`src/rtl/core/epd_pkg.sv`:
```
// Types and constants of the encoded polyline decoder.
// Depends on nothing; used by the result interface, the top level and the checker.
package epd_pkg;

   typedef enum logic [1:0] {
      ST_PAIR  = 2'd0,
      ST_ERROR = 2'd1,
      ST_TRUNC = 2'd2,
      ST_END   = 2'd3
   } status_type;

   localparam logic [7:0]  SYM_END   = 8'h00;
   localparam logic [7:0]  SYM_LOW   = 8'h3f;
   localparam logic [7:0]  SYM_HIGH  = 8'h7e;
   localparam int          CHUNK_W   = 5;
   localparam int          MORE_BIT  = 5;
   localparam int          COORD_W   = 32;
   localparam int          COUNT_W   = 24;
   localparam logic [23:0] COUNT_MAX = 24'hFFFFFF;

   typedef struct packed {
      status_type          status;
      logic signed [31:0]  latitude;
      logic signed [31:0]  longitude;
      logic [23:0]         point_count;
   } rsp_payload_type;

endpackage

```
`src/rtl/core/epd_req_if.sv`:
```
// Input channel of the polyline decoder: valid, ready and one text byte.
// Depends on nothing.
interface epd_req_if;
   logic       valid;
   logic       ready;
   logic [7:0] symbol;

   modport source (output valid, output symbol, input ready);
   modport sink   (input valid, input symbol, output ready);
endinterface

```
`src/rtl/core/epd_rsp_if.sv`:
```
// Result channel of the polyline decoder: valid, ready and one result.
// Depends on epd_pkg for the status type.
interface epd_rsp_if;
   logic                 valid;
   logic                 ready;
   epd_pkg::status_type  status;
   logic signed [31:0]   latitude;
   logic signed [31:0]   longitude;
   logic [23:0]          point_count;

   modport source (output valid, output status, output latitude, output longitude,
                   output point_count, input ready);
   modport sink   (input valid, input status, input latitude, input longitude,
                   input point_count, output ready);
endinterface

```
`src/rtl/core/encoded_polyline_decoder_unit.sv`:
```
// Encoded polyline decoder. It takes one text byte per transaction and
// returns at most one result per byte: a coordinate pair, a parse error, or
// an end-of-polyline report. A new byte is accepted in every cycle unless
// the skid register is full. A byte's result is registered into a two-entry
// output stage (result register plus skid register), which lets the input
// keep flowing while a result waits, so ready falls only when both are full.
// Depends on epd_pkg, epd_req_if and epd_rsp_if.
module encoded_polyline_decoder_unit #(
   parameter int MAX_CHUNKS = 6
) (
   input  logic          clock,
   input  logic          reset,
   epd_req_if.sink       req_chan,
   epd_rsp_if.source     rsp_chan
);

   localparam int ACC_W = epd_pkg::CHUNK_W * MAX_CHUNKS;
   localparam int POS_W = $clog2(MAX_CHUNKS + 1);

   logic [ACC_W-1:0]          acc_ff, acc_in;
   logic [POS_W-1:0]          pos_ff, pos_in;
   logic                      second_ff, second_in;
   logic                      skip_ff, skip_in;
   logic [31:0]               held_lat_ff, held_lat_in;
   logic [31:0]               run_lat_ff, run_lat_in;
   logic [31:0]               run_lon_ff, run_lon_in;
   logic [23:0]               pairs_ff, pairs_in;

   epd_pkg::rsp_payload_type  out_ff, skid_ff, res;
   logic                      out_valid_ff, skid_valid_ff;
   logic                      has_res;

   logic                      accept, out_take, in_range;
   logic [5:0]                bits;
   logic [ACC_W-1:0]          placed, acc_merged;
   logic [31:0]               mag, delta;

   assign accept   = req_chan.valid && req_chan.ready;
   assign out_take = out_valid_ff && rsp_chan.ready;
   assign req_chan.ready = !skid_valid_ff;

   assign in_range = (req_chan.symbol >= epd_pkg::SYM_LOW) &&
                     (req_chan.symbol <= epd_pkg::SYM_HIGH);
   assign bits     = 6'(req_chan.symbol - epd_pkg::SYM_LOW);

   always_comb begin
      placed = '0;
      for (int i = 0; i < MAX_CHUNKS; i++) begin
         if (pos_ff == POS_W'(i)) begin
            placed[epd_pkg::CHUNK_W*i +: epd_pkg::CHUNK_W] = bits[4:0];
         end
      end
   end

   assign acc_merged = acc_ff | placed;
   assign mag        = 32'(acc_merged[ACC_W-1:1]);
   assign delta      = acc_merged[0] ? ~mag : mag;

   always_comb begin
      acc_in      = acc_ff;
      pos_in      = pos_ff;
      second_in   = second_ff;
      skip_in     = skip_ff;
      held_lat_in = held_lat_ff;
      run_lat_in  = run_lat_ff;
      run_lon_in  = run_lon_ff;
      pairs_in    = pairs_ff;
      has_res     = 1'b0;
      res         = '{status: epd_pkg::ST_PAIR, latitude: '0, longitude: '0,
                      point_count: '0};
      if (accept) begin
         priority if (req_chan.symbol == epd_pkg::SYM_END) begin
            acc_in      = '0;
            pos_in      = '0;
            second_in   = 1'b0;
            skip_in     = 1'b0;
            held_lat_in = '0;
            run_lat_in  = '0;
            run_lon_in  = '0;
            pairs_in    = '0;
            has_res     = !skip_ff;
            res.status  = ((pos_ff != '0) || second_ff) ? epd_pkg::ST_TRUNC
                                                        : epd_pkg::ST_END;
            res.point_count = pairs_ff;
         end else if (skip_ff) begin
            has_res = 1'b0;
         end else if (!in_range || (pos_ff >= POS_W'(MAX_CHUNKS))) begin
            skip_in    = 1'b1;
            has_res    = 1'b1;
            res.status = epd_pkg::ST_ERROR;
         end else if (bits[epd_pkg::MORE_BIT]) begin
            acc_in = acc_merged;
            pos_in = pos_ff + POS_W'(1);
         end else begin
            acc_in = '0;
            pos_in = '0;
            if (!second_ff) begin
               held_lat_in = delta;
               second_in   = 1'b1;
            end else begin
               second_in   = 1'b0;
               held_lat_in = '0;
               run_lat_in  = run_lat_ff + held_lat_ff;
               run_lon_in  = run_lon_ff + delta;
               pairs_in    = (pairs_ff == epd_pkg::COUNT_MAX) ? pairs_ff
                                                              : pairs_ff + 24'd1;
               has_res         = 1'b1;
               res.status      = epd_pkg::ST_PAIR;
               res.latitude    = run_lat_in;
               res.longitude   = run_lon_in;
               res.point_count = pairs_in;
            end
         end
      end
   end

   always_ff @(posedge clock) begin
      if (reset) begin
         acc_ff      <= '0;
         pos_ff      <= '0;
         second_ff   <= 1'b0;
         skip_ff     <= 1'b0;
         held_lat_ff <= '0;
         run_lat_ff  <= '0;
         run_lon_ff  <= '0;
         pairs_ff    <= '0;
      end else begin
         acc_ff      <= acc_in;
         pos_ff      <= pos_in;
         second_ff   <= second_in;
         skip_ff     <= skip_in;
         held_lat_ff <= held_lat_in;
         run_lat_ff  <= run_lat_in;
         run_lon_ff  <= run_lon_in;
         pairs_ff    <= pairs_in;
      end
   end

   always_ff @(posedge clock) begin
      if (reset) begin
         out_valid_ff  <= 1'b0;
         skid_valid_ff <= 1'b0;
      end else if (skid_valid_ff) begin
         if (out_take) begin
            out_ff        <= skid_ff;
            skid_valid_ff <= 1'b0;
         end
      end else if (has_res) begin
         if (!out_valid_ff || out_take) begin
            out_ff       <= res;
            out_valid_ff <= 1'b1;
         end else begin
            skid_ff       <= res;
            skid_valid_ff <= 1'b1;
         end
      end else if (out_take) begin
         out_valid_ff <= 1'b0;
      end
   end

   assign rsp_chan.valid       = out_valid_ff;
   assign rsp_chan.status      = out_ff.status;
   assign rsp_chan.latitude    = out_ff.latitude;
   assign rsp_chan.longitude   = out_ff.longitude;
   assign rsp_chan.point_count = out_ff.point_count;

endmodule

```
`src/flat_wrapper.sv`:
```
// flat-port wrapper written by rule: the top's interface ports become plain ports
module encoded_polyline_decoder_unit_flat 
#(
   parameter int MAX_CHUNKS = 6
)
  (clock, reset, req_chan_valid, req_chan_symbol, req_chan_ready, rsp_chan_valid, rsp_chan_status, rsp_chan_latitude, rsp_chan_longitude, rsp_chan_point_count, rsp_chan_ready);
  epd_req_if req_chan_i ();
  epd_rsp_if rsp_chan_i ();
  input  logic clock;
  input  logic reset;
  input wire logic [$bits(req_chan_i.valid)-1:0] req_chan_valid;
  input wire logic [$bits(req_chan_i.symbol)-1:0] req_chan_symbol;
  output wire logic [$bits(req_chan_i.ready)-1:0] req_chan_ready;
  output wire logic [$bits(rsp_chan_i.valid)-1:0] rsp_chan_valid;
  output wire logic [$bits(rsp_chan_i.status)-1:0] rsp_chan_status;
  output wire logic [$bits(rsp_chan_i.latitude)-1:0] rsp_chan_latitude;
  output wire logic [$bits(rsp_chan_i.longitude)-1:0] rsp_chan_longitude;
  output wire logic [$bits(rsp_chan_i.point_count)-1:0] rsp_chan_point_count;
  input wire logic [$bits(rsp_chan_i.ready)-1:0] rsp_chan_ready;
  assign req_chan_i.valid = req_chan_valid;
  assign req_chan_i.symbol = req_chan_symbol;
  assign req_chan_ready = req_chan_i.ready;
  assign rsp_chan_valid = rsp_chan_i.valid;
  assign rsp_chan_status = rsp_chan_i.status;
  assign rsp_chan_latitude = rsp_chan_i.latitude;
  assign rsp_chan_longitude = rsp_chan_i.longitude;
  assign rsp_chan_point_count = rsp_chan_i.point_count;
  assign rsp_chan_i.ready = rsp_chan_ready;
  encoded_polyline_decoder_unit #(.MAX_CHUNKS(MAX_CHUNKS)) u_core (.clock(clock), .reset(reset), .req_chan(req_chan_i), .rsp_chan(rsp_chan_i));
endmodule
```
`config.mk`:
```
export PLATFORM = sky130hd
export DESIGN_NAME = encoded_polyline_decoder_unit_flat
export DESIGN_NICKNAME = d
export VERILOG_FILES = /design/src/rtl/core/epd_pkg.sv /design/src/rtl/core/epd_req_if.sv /design/src/rtl/core/epd_rsp_if.sv /design/src/rtl/core/encoded_polyline_decoder_unit.sv /design/src/flat_wrapper.sv
export SDC_FILE = /design/constraint.sdc
export NUM_CORES = 1
export LEC_CHECK = 0
export ABC_AREA = 1
export BUFFER_PORTS_ARGS = -buffer_cell sky130_fd_sc_hd__buf_2
export CAP_MARGIN = 10
export CELL_PAD_IN_SITES_DETAIL_PLACEMENT = 2
export CELL_PAD_IN_SITES_GLOBAL_PLACEMENT = 2
export CORE_ASPECT_RATIO = 1.2
export CORE_MARGIN = 2
export CORE_UTILIZATION = 39
export CTS_CLUSTER_DIAMETER = 80
export DETAILED_ROUTE_END_ITERATION = 8
export GPL_ROUTABILITY_DRIVEN = 1
export HOLD_SLACK_MARGIN = 0.06
export PLACE_DENSITY_LB_ADDON = 0.1
export SLEW_MARGIN = 30
export SYNTH_ARGS = -nofsm -noshare
export SYNTH_HDL_FRONTEND = slang
export SYNTH_SLANG_ARGS = --single-unit
export TNS_END_PERCENT = 10
```
`constraint.sdc`:
```
create_clock -name clock -period 12.9 [get_ports clock]
set_clock_uncertainty 0.1 [all_clocks]
set_input_delay 0.645 -clock clock [delete_from_list [all_inputs] [get_ports clock]]
set_output_delay 0.645 -clock clock [all_outputs]
set_load 0.005 [all_outputs]
```
==> impl_results.md <==
- Maxcap violations: 0
- Unrepaired setup endpoints after global routing: false
- FILL cells: 5622
- Sequential Area: 8512 um2
- Vias in the first global route: 19680
- Routed WL: 74.18 mm
- Slew Viols, Final: 0
- Clk buf depth: 3
- Yosys warns: 0
- Worst hold path class: input port to flop
- Final Power: 2.557 mW
- Dpl ws: 8.044 ns
- Worst Path Max Fanout: 33
- Die area: 50550 um2
- CP top delay family: simple AND/OR/NAND/NOR gates
- Area contributors post-synth: edfxtp_1 28%, nand2_1 19%, dfxtp_1 16%
- Multi-input gate area: 8743 um2
- Die span in x: 205.6 um
- H-tree lvl count: 2
- Via-per-instance ratio: 5.357
- Global-route wire length before repair: 114.3 mm
- CTS tree: yes
- CP Capture Type: flop
- Crit share post-route: 37.99%
- Post-layout net count: 2755
- Critical-path top delay cell: xor2_1
- Required @ worst endpoint: 13.11 ns
- Core ar.: 48120 um2
- Die span in y: 245.9 um
- EDFF count, synth: 180
- Slowest stage delay, CP: 0.65 ns
- Rel. slew slack: 33.67%
- Core Util, Final: 44.50%
- Total gr overflow: 0
- Post-synth top area share: 28.42%
- Critical path's most frequent cell: nand2_1
- Status: completed
- WS Path Type: flop to flop
- Row cnt: 88
- Number of buffers added on ports: 103
- GPL Wtd Cong: 0.8816
- Final worst slack: 8.000 ns
- Setup tns final: 0 ns
- Global Route Usage Sum: 29.77%
- Area delta synth->final: 12.60%
- Final min period: 4.900 ns
- Post-Syn Nets: 2675
- Origin of the worst setup path: u_core.pos_ff[0]
- Largest net degree at the start of global routing: 70
- Drt pass-1 iters: 6
- Worst-margin pin slew: 0.9950 ns
- Iter 0 DRT Violations: 683
- Clock Sinks: 335
- Remaining antenna violation count: 0
- Num CTS Buffers: 39
- CP bufs+invs: 5
- Synth unique cells: 43
- Pwr dens: 119.4 nW/um2
- Initial Utilization: 39.52%
- R2r startpoint: u_core.pos_ff[0]
- Ys flop type: edfxtp_1
- Ratio of cells with drive above 1 in the final layout: 8.151%
- Cells after Synth: 2588
- VDD IR max: 0.1060 mV
- Placed Instances: 3257
- Final std cells w/o fill: 3330
- Hold-fix buffers, CTS: 0
- Synth Area per Inst: 7.348 um2
- Min-delay src: rsp_chan_ready
- CP cell instances: inv_1 > ha_1 > inv_1 > nor2_4 > inv_1 > o21ai_4 > buf_4 > xor2_1 > ha_1 > nand2_1 > nor2_1 > inv_1 > nor3_1 > and2_1 > nand2_1 > nand2_1 > nand2_1 > nand4_1 > nand2_1
- Arrival @ worst endpoint: 5.11 ns
- Largest area contributor in the netlist: edfxtp_1
- Sequential fraction of the synthesis area: 44.74%
- Ys async rst share: 0%
- Final setup viols: 0
- Per-cell routed wire length: 22.28 um
- CP startpoint kind: flop
- F_max: 0.2041 GHz
- Clk Latency, worst-skew pair: 0.58 ns
- Post-Syn Area: 19020 um2
- Resized cells post-CTS: 0
- # DRC: 0
- Setup bufs post-CTS: 0
- I/O pin count: 104
- Post-DP HPWL: 55.18 mm
- Final hold vios: 0
- Routed vias: 17840
- Number of synthesized register bits: 335
- Clock slew at reported path FFs: 0.06 ns
- Most instantiated library cell after synthesis: nand2_1
- Leak Pwr: 10.35 nW
- Leading post-synthesis cells by instance count: 954 x nand2_1, 355 x inv_1, 206 x nand3_1
- Initial antenna violation count: 2
- Root buf cell: clkbuf_16
[stage by stage]
| stage | hold WS (ns) | instance area [um2] |
|---|---|---|
| 2_1_floorplan | 0.3297 | 19020 |
| 3_3_place_gp | 0.3427 | 20040 |
| 3_5_place_dp | 0.3529 | 20040 |
| 4_1_cts | 0.3264 | 21410 |
| 5_1_grt | 0.3296 | 21410 |
| 6_report | 0.3461 | 21410 |
[cell usage in the layout, fill, tap and decap left out, types with 3 or more instances in the layout]
cell type and n:
clkbuf_16 40, nand3_1 206, clkinv_4 3, a211oi_1 3, buf_2 103, clkbuf_8 5, bufinv_16 5, nand3b_1 5
a21o_1 3, clkbuf_1 7, inv_2 4, and2_1 5, nand4_1 63, nand2_1 952, or2_1 3, nor2_1 161
clkinv_2 5, a21oi_1 121, clkinv_1 5, nor2_4 6, o21bai_1 5, edfxtp_1 180, nor3_1 17, inv_1 355
buf_4 15, ha_1 73, xor2_1 45, xnor2_1 10, o21ai_0 62, dfxtp_1 154, o211ai_1 5, o21ai_1 31
nor2_2 3, or2_2 11
[report_power, final]
group,internal [mW],total [mW],switching [mW]
logic,0.0535,0.215,0.161
clock network,0.706,1.20,0.493
registers,1.13,1.14,0.00963
total,1.89,2.56,0.664
[per-layer routing]
metal	wire length (um)	vias to the layer above	track usage [%]
li1	-	8445	-
met1	30380	8957	34.19
met2	38380	294	54.87
met3	2414	141	4.347
met4	2989	2	11.87
met5	13	-	0
[final cells by class]
cell class,instances,share of cell area [%]
clock buffer,52,5.119
inverter,363,6.369
sequential,335,39.75
clock inverter,20,1.250
tap,630,3.681
timing repair buffer,119,2.986
antenna,1,0.01169
multi-input combinational,1810,40.83
[registers in the layout (all words and copies together) (netlist names), 30 cells and up]
name and count:
u_core.skid_ff 90, u_core.run_lon_ff 32, u_core.rsp_chan.latitude 32, u_core.held_lat_ff 30, u_core.rsp_chan.longitude 32, u_core.run_lat_ff 32, u_core.acc_ff 30
[logic make-up after synthesis]
group / count (synthesis) / synth area share, %
compound gates: 238 / 6.579
xor+xnor: 55 / 2.533
fa+ha+maj: 75 / 5.014
buf+inv: 443 / 9.494
flops: 335 / 44.74
simple gates: 1442 / 31.64
[final timing paths]
| kind | endpoint | slack (ns) | cells past startpoint |
|---|---|---|---|
| hold reg to reg | u_core.acc_ff[19] | 0.36 | 2 |
| setup / recovery | u_core.rsp_chan.longitude[31] | 8.00 | 19 |
| hold / removal | u_core.skid_valid_ff | 0.35 | 3 |
| setup reg to reg | u_core.rsp_chan.longitude[31] | 8.00 | 19 |
[worst register-to-register path, stage by stage (launching register included)]
cell,delay [ns]
dfxtp_1,0.34
inv_1,0.12
ha_1,0.20
inv_1,0.08
nor2_4,0.27
inv_1,0.26
o21ai_4,0.17
buf_4,0.55
xor2_1,0.67
ha_1,0.41
nand2_1,0.16
nor2_1,0.15
inv_1,0.09
nor3_1,0.36
and2_1,0.22
nand2_1,0.14
nand2_1,0.10
nand2_1,0.07
nand4_1,0.10
nand2_1,0.07
Note: power is estimated with default switching activity, not from simulation.
